**src/pon_pkg.sv**
```systemverilog
package pon_pkg;

  localparam int FRAC_BITS   = 16;
  localparam int TABLE_SIZE  = 256;
  localparam int MAX_OCTAVES = 8;
  localparam int IDX_W       = $clog2(TABLE_SIZE);
  localparam int OCT_W       = $clog2(MAX_OCTAVES);
  localparam int OCT_CNT_W   = 4;
  localparam int PERS_W      = 17;
  localparam int FADE_W      = FRAC_BITS + 1;
  localparam int GRAD_W      = FRAC_BITS + 2;
  localparam int LERP_W      = FRAC_BITS + 4;
  localparam int MUL_W       = 24;
  localparam int PROD_W      = 2 * MUL_W;
  localparam int ACC_W       = 40;
  localparam int WSUM_W      = 20;
  localparam int OUT_W       = 18;
  localparam int STEP_W      = $clog2(ACC_W);
  localparam int ONE_FX      = 1 << FRAC_BITS;

  localparam logic [1:0] AXIS_X = 2'd0;
  localparam logic [1:0] AXIS_Y = 2'd1;
  localparam logic [1:0] AXIS_Z = 2'd2;

  localparam logic [1:0] LVL_X = 2'd0;
  localparam logic [1:0] LVL_Y = 2'd1;
  localparam logic [1:0] LVL_Z = 2'd2;

  typedef enum logic [4:0] {
    OP_NONE,
    OP_LOAD,
    OP_INIT,
    OP_SPLIT,
    OP_FADE_SQ,
    OP_FADE_CUBE,
    OP_FADE_INNER,
    OP_FADE_MUL,
    OP_FADE_STORE,
    OP_RD_X,
    OP_RD_Y,
    OP_RD_Z,
    OP_GRAD,
    OP_LERP_MUL,
    OP_LERP_ADD,
    OP_ACC_MUL,
    OP_ACC,
    OP_AMP,
    OP_DIV_INIT,
    OP_DIV_STEP,
    OP_FINISH
  } dp_op_e;

  typedef struct packed {
    dp_op_e           op;
    logic [1:0]       axis;
    logic [2:0]       corner;
    logic [1:0]       level;
    logic [OCT_W-1:0] octave;
  } cmd_t;

endpackage

```
**src/pon_ctrl.sv**
```systemverilog
module pon_ctrl (
  input  logic                         clk_i,
  input  logic                         rst_ni,
  input  logic                         start_i,
  input  logic                         action_i,
  input  logic                         three_d_i,
  input  logic [pon_pkg::OCT_CNT_W-1:0] octaves_i,
  output logic                         busy_o,
  output pon_pkg::cmd_t                cmd_o
);
  import pon_pkg::*;

  typedef enum logic [4:0] {
    S_IDLE, S_LOAD, S_INIT, S_SPLIT,
    S_F1, S_F2, S_F3, S_F4, S_F5,
    S_RX, S_RY, S_RZ, S_GRAD,
    S_L0M, S_L0A, S_L1M, S_L1A, S_L2M, S_L2A,
    S_ACCM, S_ACC, S_AMP,
    S_DINIT, S_DIV, S_FIN
  } state_e;

  state_e             state_q;
  logic               busy_q;
  logic [1:0]         axis_q;
  logic [2:0]         corner_q;
  logic [OCT_W-1:0]   oct_q;
  logic [STEP_W-1:0]  step_q;
  logic [OCT_CNT_W-1:0] n_eff;
  logic [OCT_CNT_W-1:0] n_last;

  always_comb begin
    priority if (octaves_i == '0) begin
      n_eff = OCT_CNT_W'(1);
    end else if (octaves_i > OCT_CNT_W'(MAX_OCTAVES)) begin
      n_eff = OCT_CNT_W'(MAX_OCTAVES);
    end else begin
      n_eff = octaves_i;
    end
    n_last = n_eff - OCT_CNT_W'(1);
  end

  always_ff @(posedge clk_i or negedge rst_ni) begin
    if (!rst_ni) begin
      state_q  <= S_IDLE;
      busy_q   <= 1'b0;
      axis_q   <= '0;
      corner_q <= '0;
      oct_q    <= '0;
      step_q   <= '0;
    end else begin
      unique case (state_q)
        S_IDLE: begin
          if (start_i) begin
            busy_q  <= 1'b1;
            state_q <= action_i ? S_LOAD : S_INIT;
          end
        end
        S_LOAD: begin
          busy_q  <= 1'b0;
          state_q <= S_IDLE;
        end
        S_INIT: begin
          oct_q   <= '0;
          state_q <= S_SPLIT;
        end
        S_SPLIT: begin
          axis_q  <= AXIS_X;
          state_q <= S_F1;
        end
        S_F1: state_q <= S_F2;
        S_F2: state_q <= S_F3;
        S_F3: state_q <= S_F4;
        S_F4: state_q <= S_F5;
        S_F5: begin
          if (axis_q == AXIS_Z) begin
            corner_q <= '0;
            state_q  <= S_RX;
          end else begin
            axis_q  <= axis_q + 2'd1;
            state_q <= S_F1;
          end
        end
        S_RX: state_q <= S_RY;
        S_RY: state_q <= three_d_i ? S_RZ : S_GRAD;
        S_RZ: state_q <= S_GRAD;
        S_GRAD: begin
          if (!corner_q[0]) begin
            corner_q <= corner_q + 3'd1;
            state_q  <= S_RX;
          end else begin
            state_q <= S_L0M;
          end
        end
        S_L0M: state_q <= S_L0A;
        S_L0A: begin
          if (!corner_q[1]) begin
            corner_q <= corner_q + 3'd1;
            state_q  <= S_RX;
          end else begin
            state_q <= S_L1M;
          end
        end
        S_L1M: state_q <= S_L1A;
        S_L1A: begin
          priority if (!three_d_i) begin
            state_q <= S_ACCM;
          end else if (!corner_q[2]) begin
            corner_q <= corner_q + 3'd1;
            state_q  <= S_RX;
          end else begin
            state_q <= S_L2M;
          end
        end
        S_L2M: state_q <= S_L2A;
        S_L2A: state_q <= S_ACCM;
        S_ACCM: state_q <= S_ACC;
        S_ACC: state_q <= S_AMP;
        S_AMP: begin
          if (oct_q == n_last[OCT_W-1:0]) begin
            state_q <= S_DINIT;
          end else begin
            oct_q   <= oct_q + OCT_W'(1);
            state_q <= S_SPLIT;
          end
        end
        S_DINIT: begin
          step_q  <= '0;
          state_q <= S_DIV;
        end
        S_DIV: begin
          if (step_q == STEP_W'(ACC_W - 1)) begin
            state_q <= S_FIN;
          end else begin
            step_q <= step_q + STEP_W'(1);
          end
        end
        S_FIN: begin
          busy_q  <= 1'b0;
          state_q <= S_IDLE;
        end
        default: state_q <= S_IDLE;
      endcase
    end
  end

  always_comb begin
    cmd_o.axis   = axis_q;
    cmd_o.corner = corner_q;
    cmd_o.octave = oct_q;
    cmd_o.level  = LVL_X;
    unique case (state_q)
      S_LOAD:  cmd_o.op = OP_LOAD;
      S_INIT:  cmd_o.op = OP_INIT;
      S_SPLIT: cmd_o.op = OP_SPLIT;
      S_F1:    cmd_o.op = OP_FADE_SQ;
      S_F2:    cmd_o.op = OP_FADE_CUBE;
      S_F3:    cmd_o.op = OP_FADE_INNER;
      S_F4:    cmd_o.op = OP_FADE_MUL;
      S_F5:    cmd_o.op = OP_FADE_STORE;
      S_RX:    cmd_o.op = OP_RD_X;
      S_RY:    cmd_o.op = OP_RD_Y;
      S_RZ:    cmd_o.op = OP_RD_Z;
      S_GRAD:  cmd_o.op = OP_GRAD;
      S_L0M:   cmd_o.op = OP_LERP_MUL;
      S_L0A:   cmd_o.op = OP_LERP_ADD;
      S_L1M: begin
        cmd_o.op    = OP_LERP_MUL;
        cmd_o.level = LVL_Y;
      end
      S_L1A: begin
        cmd_o.op    = OP_LERP_ADD;
        cmd_o.level = LVL_Y;
      end
      S_L2M: begin
        cmd_o.op    = OP_LERP_MUL;
        cmd_o.level = LVL_Z;
      end
      S_L2A: begin
        cmd_o.op    = OP_LERP_ADD;
        cmd_o.level = LVL_Z;
      end
      S_ACCM:  cmd_o.op = OP_ACC_MUL;
      S_ACC:   cmd_o.op = OP_ACC;
      S_AMP:   cmd_o.op = OP_AMP;
      S_DINIT: cmd_o.op = OP_DIV_INIT;
      S_DIV:   cmd_o.op = OP_DIV_STEP;
      S_FIN:   cmd_o.op = OP_FINISH;
      default: cmd_o.op = OP_NONE;
    endcase
  end

  assign busy_o = busy_q;

endmodule

```
**config.mk**
```make
export PLATFORM = sky130hd
export DESIGN_NAME = pon_ctrl
export DESIGN_NICKNAME = d
export VERILOG_FILES = /design/src/pon_pkg.sv /design/src/pon_ctrl.sv
export SDC_FILE = /design/constraint.sdc
export NUM_CORES = 1
export LEC_CHECK = 0
export ABC_AREA = 1
export BUFFER_PORTS_ARGS = -buffer_cell sky130_fd_sc_hd__clkbuf_2
export CAP_MARGIN = 40
export CELL_PAD_IN_SITES_DETAIL_PLACEMENT = 0
export CELL_PAD_IN_SITES_GLOBAL_PLACEMENT = 1
export CORE_ASPECT_RATIO = 0.75
export CORE_MARGIN = 8
export CORE_UTILIZATION = 30
export CTS_CLUSTER_SIZE = 14
export DETAILED_ROUTE_END_ITERATION = 10
export PLACE_DENSITY = 0.6
export REMOVE_ABC_BUFFERS = 1
export SLEW_MARGIN = 20
export SYNTH_ARGS = -nofsm -noshare
export SYNTH_HDL_FRONTEND = slang
export SYNTH_SLANG_ARGS = --single-unit
export TNS_END_PERCENT = 1
```
**constraint.sdc**
```tcl
create_clock -name clk_i -period 1.95 [get_ports clk_i]
set_clock_uncertainty 0.2 [all_clocks]
set_input_delay 0.39 -clock clk_i [delete_from_list [all_inputs] [get_ports clk_i]]
set_output_delay 0.39 -clock clk_i [all_outputs]
set_load 0.005 [all_outputs]
```
# After elaboration in Yosys (flattened, before gate mapping)

Index checks and enable logic that the tools add are counted.

Output and inout port bits: 16
Register bits: 20

Equality and inequality tests: 37
Mux-type cells: 29
Order comparisons: 1
Add/sub/neg operators: 5
Reductions and logical operators: 20

Operator list:

| cell                                                 | number |
|---|---|
| case mux 5 bit (23 select lines)                     | 1 |
| case mux 5 bit (20 select lines)                     | 1 |
| equality test 5 bit (second input constant)          | 9 |
| equality test 5 x 4 -> 1 bit (second input constant) | 8 |
| two-way mux 3 bit                                    | 11 |
| two-way mux 5 bit                                    | 5 |
| equality test 5 x 3 -> 1 bit (second input constant) | 4 |
| inequality test 2 bit (second input constant)        | 10 |
| AND reduction 5 bit                                  | 3 |
| case mux 3 bit (4 select lines)                      | 1 |
| case mux 6 bit (2 select lines)                      | 1 |
| equality test 5 x 2 -> 1 bit (second input constant) | 2 |
| AND reduction 2 bit                                  | 5 |
| case mux 2 bit (2 select lines)                      | 2 |
| nonzero test 2 bit                                   | 4 |
| adder 3 x 1 -> 3 bit (second input constant)         | 2 |
| adder 6 x 1 -> 6 bit (second input constant)         | 1 |
| equality test 6 bit (second input constant)          | 1 |
| two-way mux 6 bit                                    | 1 |
| case mux 3 bit (2 select lines)                      | 1 |
| OR reduction 2 bit                                   | 3 |
| OR reduction 3 bit                                   | 2 |
| equality test 5 x 1 -> 1 bit (second input constant) | 1 |
| zero test 5 bit                                      | 1 |
| other kinds (11)                                     | 12 |

# Depth between registers and ports, before layout

Gate-level depths: netlist (run 1).

Depth in word-level cells: 7
Depth in mapped cells: 13
Mapped depth without buffers: 13

# Worst setup path before layout (run 1)

Ideal clock, no wire load.

Kind: input to register
From: in octaves_i[1] (netlist bit)
To: reg oct_q[2]
Data arrival time: 1.519 ns
Required time: 1.629 ns
Buffers on the path: 0
Setup slack: 0.110 ns
Stages on the path: 10
Cells stage by stage: o21bai_1 -> nand2_1 -> ha_1 -> xnor2_1 -> a21oi_1 -> nand2_1 -> nand2_1 -> nand2_1 -> nand2_1 -> o21ai_1

Word-level cells in the longest chain between the ends: 7
Elaborated cells on any way between the ends: 8
Classes of those cells: add/sub: 1; order compare: 1; eq/ne: 2; mux: 2; reduce/logical: 2

Ends and longest elaborated chain:

| element                                    | line            | text |
|---|---|---|
| from (decl)                                | pon_ctrl.sv:7   | `input logic [pon_pkg::OCT_CNT_W-1:0] octaves_i,` |
| > comparator 4 bit                         | pon_ctrl.sv:34  | `end else if (octaves_i > OCT_CNT_W'(MAX_OCTAVES)) begin` |
| two-way mux 3 bit                          | pon_ctrl.sv:34  |  |
| two-way mux 3 bit (*)                      | pon_ctrl.sv:32  | `priority if (octaves_i == '0) begin` |
| subtractor 3 x 1 -> 3 bit (*)              | pon_ctrl.sv:39  | `n_last = n_eff - OCT_CNT_W'(1);` |
| equality test 3 bit (*)                    | pon_ctrl.sv:119 | `if (oct_q == n_last[OCT_W-1:0]) begin` |
| inequality test 2 bit (no source line) (*) | -               |  |
| AND reduction 2 bit (no source line) (*)   | -               |  |
| to (signal assigned)                       | pon_ctrl.sv:122 | `oct_q <= oct_q + OCT_W'(1);` |
| to (decl)                                  | pon_ctrl.sv:26  | `logic [OCT_W-1:0] oct_q;` |

Mark *: on every way between the ends. The rest lies on a longest branch, timed or not.
A chain may end at the register's enable or synchronous reset.

==> results.md, run 1 <==
Worst setup path:
- In this run the critical register-to-register path is launched from state_q[0]$_DFFE_PN0P_.
- The worst setup path is of the reg2out kind.
- The cell depth of the worst flop-to-flop path is 6.
- Together, buffers and inverters on the worst path number 2.
- The peak fanout along the critical path is 6.
- STA classifies the critical path endpoint as an output pin.
- The worst register-to-register path ends at state_q[4]$_DFFE_PN0P_.
- The largest individual stage delay along the critical path comes from the cell sky130_fd_sc_hd__dfrtp_2.
- STA puts the critical path data arrival time at 1.54 ns.
- The biggest cell delay along the critical path is 0.49 ns.
- The register-to-register setup slack is 0.12 ns.
- The cell family contributing the most delay on the critical path is flip-flops.
- The critical path goes through buf_6, nand2_4, nor2_1, a2111o_1, buf_2.
- At the worst endpoint, the required time is 1.36 ns.
- STA classifies the critical path startpoint as a flop.

STA:
- Setup repair after global routing could not meet its margin everywhere.
- The normalized max-slew margin is 62.67%.
- Static timing analysis puts the maximum clock frequency at 470.4 MHz.
- Setup violations remaining at the end of the flow were counted as 6.
- The part of the cycle the worst path needs is 109.0%.
- The setup slack of the critical path after layout is -0.1761 ns.
- The slew at the pin closest to its max-slew limit is 0.5599 ns.
- The count of pins over their slew limit came to 0.
- The minimum hold slack is ~0.21 ns.
- The clock period minus final worst setup slack is 2.126 ns.
- Adding up every negative setup slack in the final design gives -0.5999 ns.
- The hold violation count in the final report is 0.

Power:
- In this run the static leakage power is 1.234 nW.
- The worst supply voltage drop on vdd is 0.4450 mV.
- Power spread over the standard cell area amounts to between 900 and 1000 nW/um^2.

Global routing:
- The wire length of the first global-routing pass is 8.169 mm.
- Entering global routing, the biggest net connects 21 pins.
- In the global route stage, overall resource usage came out at approximately 13%.
- The number of antenna violations at the first check in global routing is 0.
- The via count of the first global-routing pass is 1649.
- The total overflow left after global routing is 0.

Synth:
- The netlist area before placement is approximately 1700 sq um.
- The number of distinct library cell variants in the gate-level netlist after synthesis is 35.
- In this run the biggest area consumer among cell types represents 29.22% of the synthesized area.
- After technology mapping, the gate count stands at 247.
- The sequential cell area fraction in the yosys report is between 20 and 30%.
- By area the synthesized netlist is led by sky130_fd_sc_hd__dfrtp_1 (29%), sky130_fd_sc_hd__nand2_1 (12%), sky130_fd_sc_hd__nand3_1 (7.0%).
- The register bit total from synthesis is 20.
- sky130_fd_sc_hd__dfrtp_1 takes more of the synthesized area than any other cell.
- The Yosys step of the flow raised 0 warnings.
- The synthesized area per cell is 6.935 sq um.

Floorplanning:
- The initial standard-cell utilization of the core is a little under a third.
- During I/O placement, the number of pins put on the boundary was 25.
- The die is 81.44 microns tall.
- The die footprint is 8409 sq um.
- The die is 103.3 microns wide.
- The core area is between 5000 and 6000 sq um.
- The floorplan has 24 rows.

Detailed routing:
- In this run the remaining antenna-violating nets after routing total 0.
- The routed layout has 1801 vias.
- The routed length per placed instance is 13.22 microns.
- The detailed-router iteration count before antenna repair is 4.
- After detailed routing, the number of remaining DRC violations is 0.
- The sum of met2 wire segment lengths after detailed routing is 2.000 mm.
- The highest metal layer carrying signal wires in the routed design is met4.
- Dividing the detail-routed via count by the number of cells gives 4.654.
- The routed design uses 359 microns of met3 wire.
- The number of design-rule violations left by the first detailed-router iteration is 120.
- The final layout contains routed wiring with a total length of 5.115 mm.
- The total routed wire length on the met1 layer is 2.740 mm.

Placed design:
- The count of buffers added on input and output ports is 24.
- The placed instances occupy a cell area of 2111 sq um.
- The pre-CTS setup slack is -0.09154 ns.
- The routability congestion estimate from global placement is 0.8072.
- Detailed placement finished with a half-perimeter wire length of a little over 4 mm.

Clock network:
- In this run the deepest clock path goes through 2 buffers.
- In this run the number of H-tree levels came out at 1.
- The number of sinks on the clock net is 20.
- The number of buffers added by the clock tree synthesis step is 3.
- The root buffer cell chosen for the clock tree is sky130_fd_sc_hd__clkbuf_8.
- The CTS tree is done.
- Clock-pin slew was measured on the worst setup and hold paths at about 0.080 ns.
- The clock latency on the worst-skew pair is roughly 0.26 ns.

Hold path:
- The number of stages on the worst hold path is 3.
- The class of the tightest hold or removal check is in2reg.
- The start point of the worst hold path is start_i.
- The endpoint of the worst hold path is busy_o$_DFFE_PN0P_.

Cells and area:
- From synthesis to final layout, the design area changed by 37.98%.
- In the layout the commonest cells are sky130_fd_sc_hd__nand2_1 (46), sky130_fd_sc_hd__buf_4 (32).
- The utilization of the core after routing is 41.64%.
- The cell area after layout is 2364 sq um.
- The most common cell after layout, fill and taps aside is sky130_fd_sc_hd__nand2_1.
- The number of inserted filler cells in the final layout is 621.
- The antenna cell count is 0.
- The final net count is between 300 and 400.
- The fraction of layout instances using a drive strength above 1 is 41.42%.

Run:
- The reported max-cap violation count is 0.

Run status:
- The checks that failed: negative setup slack.
- The flow ran to the end, but the final reports show violations.
worst min-delay path: cells and delay by family:
kind / cells / cell delay [ns]
AOI/OAI and AO/OA: 1 / 0.06
buffers and inverters: 1 / 0.10
and+or+nand+nor: 1 / 0.08
layer usage:
metal,vias to the layer above,track usage (%)
met5,-,0
met4,0,2.302
met3,2,3.387
met2,43,16.52
met1,820,19.64
li1,936,-
cells by family (layout without fill, tap and decap cells):
group                    after synthesis  after routing  share of synthesized area (%)
AND/OR/NAND/NOR                      139            139                          39.52
AO/OA/AOI/OAI                         38             38                          13.44
buffers and inverters                 38            100                          9.715
flip-flops                            20             20                          29.22
adder cells (fa/ha/maj)                9              9                          6.574
XOR/XNOR                               3              3                          1.534
cell type report:
| class | instances | area [sq um] | share of cell area, % |
|---|---|---|---|
| Clock buffer | 4 | 55.05 | 2.329 |
| Multi-Input combinational cell | 189 | 1147 | 48.54 |
| Inverter | 34 | 130.1 | 5.506 |
| Sequential cell | 20 | 506.7 | 21.44 |
| Tap cell | 78 | 97.59 | 4.129 |
| Timing Repair Buffer | 62 | 426.7 | 18.05 |
what timing repair did:
action | in CTS | in global routing
pin swaps | 7 | 11
gates resized for setup | 18 | 26
setup buffers | 5 | 3
endpoints found under the setup margin | 7 | 15
hold endpoints to repair | 20 | 0
hold buffers | 1 | 0
synth_stat cells, drive strengths merged:
master	instances
a2111o	1
a211oi	1
a21oi	9
a22oi	1
and2	1
buf	4
clkinv	1
dfrtp	20
ha	9
inv	33
nand2	64
nand3	28
nand3b	2
nand4	1
nor2	37
nor3	3
nor3b	1
nor4	2
o2111ai	1
o211ai	5
o21ai	18
o21bai	1
o31ai	1
xnor2	2
xor2	1
how the worst max path moves through the flow:
| stage | startpoint | end | slack [ns] | cells past startpoint |
|---|---|---|---|---|
| 6_report | state_q[2]$_DFFE_PN0P_ | cmd_o[11] | -0.18 | 5 |
| 5_1_grt | state_q[0]$_DFFE_PN0P_ | cmd_o[13] | -0.22 | 8 |
| 4_1_cts | state_q[1]$_DFFE_PN0P_ | cmd_o[13] | -0.18 | 8 |
| 3_5_place_dp | octaves_i[1] | state_q[0]$_DFFE_PN0P_ | -0.09 | 14 |
| 3_3_place_gp | octaves_i[1] | oct_q[2]$_DFFE_PN0P_ | -0.07 | 11 |
| 2_1_floorplan | octaves_i[1] | oct_q[2]$_DFFE_PN0P_ | 0.11 | 10 |
sequential cells by signal, indices dropped and copies added (netlist names):
register,cells
step_q,6
axis_q,2
corner_q,3
busy_o,1
oct_q,3
state_q,5
through the flow:
stage	instances	total power, W
2_1_floorplan	243	0.001263
3_3_place_gp	374	0.001784
3_5_place_dp	374	0.001751
4_1_cts	384	0.002179
5_1_grt	387	0.002525
6_report	387	0.002324
power by group:
part           internal (W)  switching [W]  total, W  leakage, nW
clock              0.000180       0.000143  0.000322       0.0288
combinational      0.000600       0.000780   0.00138        0.975
sequential         0.000490       0.000131  0.000621        0.230
No activity file was read; power rests on OpenSTA's default activity.
==> inputs of run 2 (changes only) <==
Settings changed: SETUP_SLACK_MARGIN from default to 0.15.
==> results.md, run 2 (synthesis gave the netlist of run 1 again) <==
Worst setup path:
- STA puts the critical path data required time at 1.36 ns.
- The setup path with the least slack is of type reg2out.
- The most critical setup path has its startpoint at state_q[2]$_DFFE_PN0P_.
- The end of the worst register-to-register path is state_q[4]$_DFFE_PN0P_.
- The register-to-register setup slack is 0.11 ns.
- Measured in cells, the most critical reg-to-reg path has a length of 6.
- The kind of end point of the critical path is an output pin.
- The peak fanout along the critical path is 6.
- The startpoint of the worst-slack reg-to-reg timing path is state_q[0]$_DFFE_PN0P_.
- The data arrival at the endpoint of the critical path is 1.53 ns.
- The worst setup path is launched from a flop.

Detailed routing:
- The detailed-router iteration count before antenna repair is 4.
- The final route contains 1814 vias.
- The number of routed nets with antenna violations is 0.
- The routed length per placed instance is 13.35 microns.
- After detailed routing, the total wire length is around 5.2 mm.
- The number of design-rule violations left by the first detailed-router iteration is about 110.
- Using the TritonRoute via totals, the vias-per-cell ratio works out to 4.687.
- After detailed routing, the number of remaining DRC violations is 0.

Global routing:
- For this run the aggregate overflow at the end of global routing stands at 0.
- The overall routing resource usage is 12.54%.
- The number of antenna violations at the first check in global routing is 0.
- The wire length of the first global-routing pass is between 8 and 9 mm.
- The largest net degree at the start of global routing is 21.
- The via count of the first global-routing pass is between 1500 and 2000.

Power:
- Combinational logic burns 59.7% of the power.
- The internal portion of the total power is 0.001278 W.
- Of the total power, registers draw 26.6%.
- The cell leakage power is about 1.3 nW.
- The switching power share of the total is 45.19%.
- The worst-case IR drop observed on VDD is 0.4388 mV.
- The clock network power share is 13.7%.
- The analysis attributes to net switching a power of 0.001054 W.
- The power per cell area is 972.1 nW/um^2.

Floorplanning:
- For this configuration, the core starts out at a cell density of 30.18%.
- The number of placement rows is 24.
- The die footprint is 8409 sq um.
- The core region is 5675 sq um.
- The die is 81.44 microns tall.
- The width of the die is 103.3 microns.
- During I/O placement, the number of pins put on the boundary was 25.

Cells and area:
- The register with the most flip-flops in the layout has 6 of them.
- The signed area change from the synthesized netlist to the final layout is 40.03%.
- In the final layout, the registers with the most flip-flops are step_q: 6 flops, state_q: 5 flops.
- Counting flops per register, the top entry is step_q.
- The cell area after layout is 2399 sq um.
- Counting the fill cells in the layout gives 613.
- For this run, the share of the core covered by cells in the final layout is approximately 42%.
- Cells with a size suffix above 1 make up 44.01% of the layout.
- The number of antenna diodes in the final layout is 0.
- The library cells used most frequently in the layout, excluding fill and tap cells, are sky130_fd_sc_hd__nand2_1 (45), sky130_fd_sc_hd__buf_4 (31), sky130_fd_sc_hd__nor2_1 (22), sky130_fd_sc_hd__clkbuf_2 (22).
- The most common cell after layout, fill and taps aside is sky130_fd_sc_hd__nand2_1.
- The final net count is roughly 330.

Placed design:
- The post-detailed-placement cell area is approximately 2100 sq um.
- The total of buffers placed on input and output ports is 24.
- The routability congestion estimate from global placement is 0.8072.
- Detailed placement finished with a half-perimeter wire length of 4.041 mm.

Clock network:
- CTS placed an instance of sky130_fd_sc_hd__clkbuf_8 at the clock tree root.
- The maximum clock path buffer count is 2.
- The number of buffers added by the clock tree synthesis step is 3.
- Clock latency on the worst-skew pair, taken at its later pin, is 0.26 ns.
- The clock slew at the register clock pins of the worst setup and hold paths is 0.08 ns.
- TritonCTS built the clock tree.
- The tree built by TritonCTS fans out to 20 sinks.
- In this run the number of H-tree levels came out at 1.

STA:
- The count of pins over their slew limit is 0.
- Setup violations remaining at the end of the flow were counted as 7.
- The normalized max-slew margin is between 60% and 70%.
- The clock period minus final worst setup slack is around 2.1 ns.
- The hold violation count in the final report is 0.
- Setup repair after global routing could not meet its margin everywhere.
- The setup slack of the critical path after layout is -0.1653 ns.
- Timing would allow up to 472.7 MHz.
- For the pin with the worst max-slew slack, the measured transition is around 0.55 ns.
- The final critical path takes up 108.5% of the cycle.

Run status:
- The checks that failed: negative setup slack.
- The run finished, with violations left.

Hold path:
- The class of the tightest hold or removal check is in2reg.
- The endpoint of the worst hold path is busy_o$_DFFE_PN0P_.
- The number of stages on the worst hold path is 3.
- The start point of the worst hold path is start_i.

Run:
- Across the run, the number of max-cap violations was 0.
[run 2: cell counts in the layout (fill, tap and decap cells not counted)]
No cell type changed its count.
[run 2: area by class of cell]
| cell class | count | area, sq um | share of cell area, % |
|---|---|---|---|
| flip-flops and latches | 20 | 506.7 | 21.13 |
| clock buffers | 4 | 55.05 | 2.295 |
| inverters | 34 | 130.1 | 5.425 |
| multi-input cells | 189 | 1179 | 49.14 |
| well taps | 78 | 97.59 | 4.069 |
| repair buffers | 62 | 430.4 | 17.94 |
[run 2: worst max-delay path, stage by stage (launching register included)]
cell and delay, ns:
sky130_fd_sc_hd__dfrtp_2 0.48, sky130_fd_sc_hd__buf_6 0.15, sky130_fd_sc_hd__nand2_4 0.09, sky130_fd_sc_hd__nor2_1 0.05
sky130_fd_sc_hd__a2111o_1 0.37, sky130_fd_sc_hd__buf_2 0.13
[run 2: what timing repair did]
action                                  in CTS  in global routing
setup buffers                                5                  3
hold buffers                                 1                  0
pin swaps                                    8                 15
resized for setup                           23                 32
gates cloned                                 0                  0
endpoints found under the setup margin      10                 21
endpoints found under the hold margin       20                  0
[run 2: power groups by stage]
stage	Combinational [W]	Sequential, W	Clock [W]
after global routing	0.00155	0.000635	0.000354
after floorplan	0.000671	0.000592	0
after CTS	0.00125	0.000601	0.000338
after global placement	0.00118	0.000603	0
final	0.00139	0.000620	0.000320
after detailed placement	0.00115	0.000596	0
[run 2: per-layer routing]
layer	track usage, %	up-vias	share of wire, %
met3	3.726	2	9.4
met1	19.29	822	51
met4	2.302	0	0.29
met5	0	-	0
li1	-	935	-
met2	16.52	55	40
[run 2: per-stage QoR]
stage / power (W) / TNS [ns] / hold WS (ns) / worst slack, ns / std cells
2_1_floorplan: 0.001263 / 0 / -0.1056 / 0.1100 / 243
4_1_cts: 0.002193 / -0.7417 / 0.2106 / -0.1811 / 384
3_3_place_gp: 0.001784 / -0.1819 / 0.2131 / -0.06538 / 374
5_1_grt: 0.002536 / -1.303 / 0.2342 / -0.2253 / 387
6_report: 0.002332 / -0.6400 / 0.2163 / -0.1653 / 387
3_5_place_dp: 0.001751 / -0.2795 / 0.2071 / -0.09154 / 374
[run 2: worst max-delay path by stage]
| stage | endpoint |
|---|---|
| after CTS | cmd_o[13] |
| final | cmd_o[11] |
| after floorplan | oct_q[2]$_DFFE_PN0P_ |
| after detailed placement | state_q[0]$_DFFE_PN0P_ |
| after global routing | cmd_o[13] |
| after global placement | oct_q[2]$_DFFE_PN0P_ |
==> inputs of run 3 (changes only) <==
Settings changed: CORE_UTILIZATION 30 to 25, PLACE_DENSITY 0.6 to 0.51.
==> results.md, run 3 (synthesis gave the netlist of run 1 again) <==
Floorplanning:
- The core area is 6734 sq um.
- 25 I/O pins were placed.
- The die is between 100 and 150 microns wide.
- The initial standard-cell utilization of the core is 25.44%.
- The vertical die dimension is between 80 and 90 microns.
- The number of placement rows is 26.
- The floorplan step defined a die boundary enclosing 9784 sq um.

Cells and area:
- The cell area after layout is 2411 sq um.
- The register with the most flip-flops in the layout has 6 of them.
- The most common cell after layout, fill and taps aside is sky130_fd_sc_hd__nand2_1.
- At the end of the flow the core is filled with cells to 35.80%.
- The largest registers in the layout are step_q: 6 flops, state_q: 5 flops.
- The fraction of layout instances using a drive strength above 1 is between 40% and 50%.
- For this run, the post-layout net count is 325.
- Relative to the synthesized area, the layout overhead comes to 40.76%.
- The register with the most flip-flops is step_q.
- The library cells used most frequently in the layout, excluding fill and tap cells, are sky130_fd_sc_hd__nand2_1 (45), sky130_fd_sc_hd__buf_4 (29), sky130_fd_sc_hd__nor2_1 (23).
- The antenna cell count is 0.

Clock network:
- The clock latency on the worst-skew pair is about 0.27 ns.
- After clock tree synthesis, the clock-pin slew on the worst setup and hold paths is 0.09 ns.
- The clock net in this run drives a total of 20 sinks.
- The maximum clock path buffer count is 2.
- TritonCTS built the clock tree.
- TritonCTS created 3 clock buffers.
- The tree is rooted in a sky130_fd_sc_hd__clkbuf_8.
- CTS built an H-tree with a depth of 1.

Worst setup path:
- The signal on the critical path passes through inv_1, buf_4, a2111o_1, buf_2.
- The origin of the worst setup path is state_q[2]$_DFFE_PN0P_.
- The endpoint of the most critical setup path is cmd_o[11].
- STA classifies the critical path startpoint as a flop.
- At the worst endpoint, the arrival time is 1.53 ns.
- Grouping stages by cell kind, the critical path spends the most delay in flip-flops.
- The startpoint identified for the worst register-to-register timing path is state_q[0]$_DFFE_PN0P_.
- The required time of the critical path is 1.36 ns.
- Measured in cells, the most critical reg-to-reg path has a length of 11.
- On the critical path, the stage with the largest delay is an instance of sky130_fd_sc_hd__dfrtp_2.
- The largest single stage delay on the critical path is 0.47 ns.
- STA classifies the critical path endpoint as an output pin.
- The register-to-register setup slack is ~0.080 ns.
- In this run the critical register-to-register path is captured at corner_q[1]$_DFFE_PN0P_.
- The worst path buffer plus inverter count is 3.
- The peak fanout along the critical path is 6.
- The critical path runs through a total of 4 cells.
- The setup path with the least slack is of type reg2out.

Placed design:
- Detailed placement finished with a half-perimeter wire length of 4.253 mm.
- In this run the tool buffered the top-level ports with 24 buffer cells.
- The post-detailed-placement cell area is ~2100 sq um.
- At the end of routability-driven placement, the weighted congestion stood at 0.8393.

Global routing:
- The via count of the first global-routing pass is 1749.
- The wire length of the first global-routing pass is 8.714 mm.
- The total congestion overflow is 0.
- The number of antenna violations at the first check in global routing is 0.
- For this run, the total global-route usage over all layers was measured as 11.19%.
- Entering global routing, the biggest net connects 21 pins.

STA:
- Hold is met by 0.2141 ns.
- Derived from the worst setup path, the maximum achievable clock frequency is between 400 and 500 MHz.
- In this run the tightest slew margin relative to its limit is 60.84%.
- The part of the cycle the worst path needs is 108.5%.
- Setup repair after global routing could not meet its margin everywhere.
- The slew at the pin closest to its max-slew limit is 0.5874 ns.
- The hold violation count in the final report is 0.
- Setup violations remaining at the end of the flow were counted as 6.
- The clock period minus final worst setup slack is between 2 and 2.5 ns.
- The count of pins over their slew limit came to 0.
- The summed negative setup slack over all endpoints is -0.5739 ns.
- The setup slack of the critical path after layout is -0.1667 ns.

Power:
- The power per cell area is just over 1000 nW/um^2.
- The switching power share of the total is 44.14%.
- The register share of total power is between 20% and 30%.
- The internal power of the cells totals 0.001372 W.
- In this run, the combinational gates consume around 57% of the power.
- For this design the static power due to leakage is 1.244 nW.
- The analysis attributes to net switching a power of 0.001084 W.
- The clock network power share is approximately 18%.
- The total power is 0.002456 W.
- VDD sags by at most about 0.37 mV.

Detailed routing:
- After detailed routing, the number of remaining DRC violations is 0.
- The sum of routed wire length over all layers is 5.387 mm.
- The routed length per placed instance is 13.81 microns.
- The via density per instance is around 4.6.
- The first detailed-routing pass ran for 4 iterations.
- Once detail routing completed, the nets flagged for antenna violations numbered 0.
- The final route contains between 1500 and 2000 vias.
- In this run, the number of DRC markers left after iteration 0 of detailed routing was 78.

Run status:
- The checks that failed: negative setup slack.
- The flow ran to the end, but the final reports show violations.

Hold path:
- The tightest min-delay check is of the in2reg type.

Run:
- Max-cap violations in this run came to 0.
run 3: per-stage QoR:
step | instances | setup WS, ns
floorplan | 243 | 0.1100
global placement | 380 | -0.09126
detailed placement | 380 | -0.1216
CTS | 388 | -0.1822
global route | 390 | -0.2481
finish | 390 | -0.1667
run 3: worst min-delay path, stage by stage:
cell,delay [ns]
sky130_fd_sc_hd__clkbuf_2,0.11
sky130_fd_sc_hd__a21oi_1,0.07
sky130_fd_sc_hd__nor2_1,0.08
run 3: power groups by stage:
| stage | sequential [W] | clock (W) | combinational [W] |
|---|---|---|---|
| 2_1_floorplan | 0.000592 | 0 | 0.000671 |
| 3_3_place_gp | 0.000614 | 0 | 0.00121 |
| 3_5_place_dp | 0.000611 | 0 | 0.00118 |
| 4_1_cts | 0.000615 | 0.000456 | 0.00129 |
| 5_1_grt | 0.000641 | 0.000468 | 0.00156 |
| 6_report | 0.000627 | 0.000433 | 0.00140 |
run 3: cell type report:
cell class / instances / area (sq um)
fill: 722 / 4323
multi-input combinational: 189 / 1195
sequential: 20 / 506.7
timing repair buffer: 59 / 404.1
inverter: 34 / 128.9
tap: 84 / 105.1
clock buffer: 3 / 41.29
clock inverter: 1 / 30.03
run 3: worst min path at each step:
stage | from | end | slack [ns] | depth (start not counted)
floorplan | rst_ni | axis_q[0]$_DFFE_PN0P_ | -0.11 | 0
global placement | rst_ni | corner_q[2]$_DFFE_PN0P_ | 0.21 | 1
detailed placement | rst_ni | corner_q[2]$_DFFE_PN0P_ | 0.22 | 1
CTS | start_i | busy_o$_DFFE_PN0P_ | 0.19 | 3
global route | start_i | busy_o$_DFFE_PN0P_ | 0.22 | 3
finish | start_i | busy_o$_DFFE_PN0P_ | 0.21 | 3
run 3: metal layers:
metal,GRT usage [%],up-vias,part of all wire (%)
li1,-,929,-
met1,16.65,820,55
met2,15.80,39,39
met3,2.617,4,5.6
met4,2.101,0,0.45
met5,0,-,0
run 3: timing repair:
| item | in CTS | in global routing |
|---|---|---|
| hold buffers | 1 | 0 |
| setup endpoints to repair | 12 | 24 |
| pin swaps | 11 | 12 |
| buffers inserted | 3 | 2 |
| hold endpoints to repair | 20 | 0 |
| resized for setup | 26 | 28 |
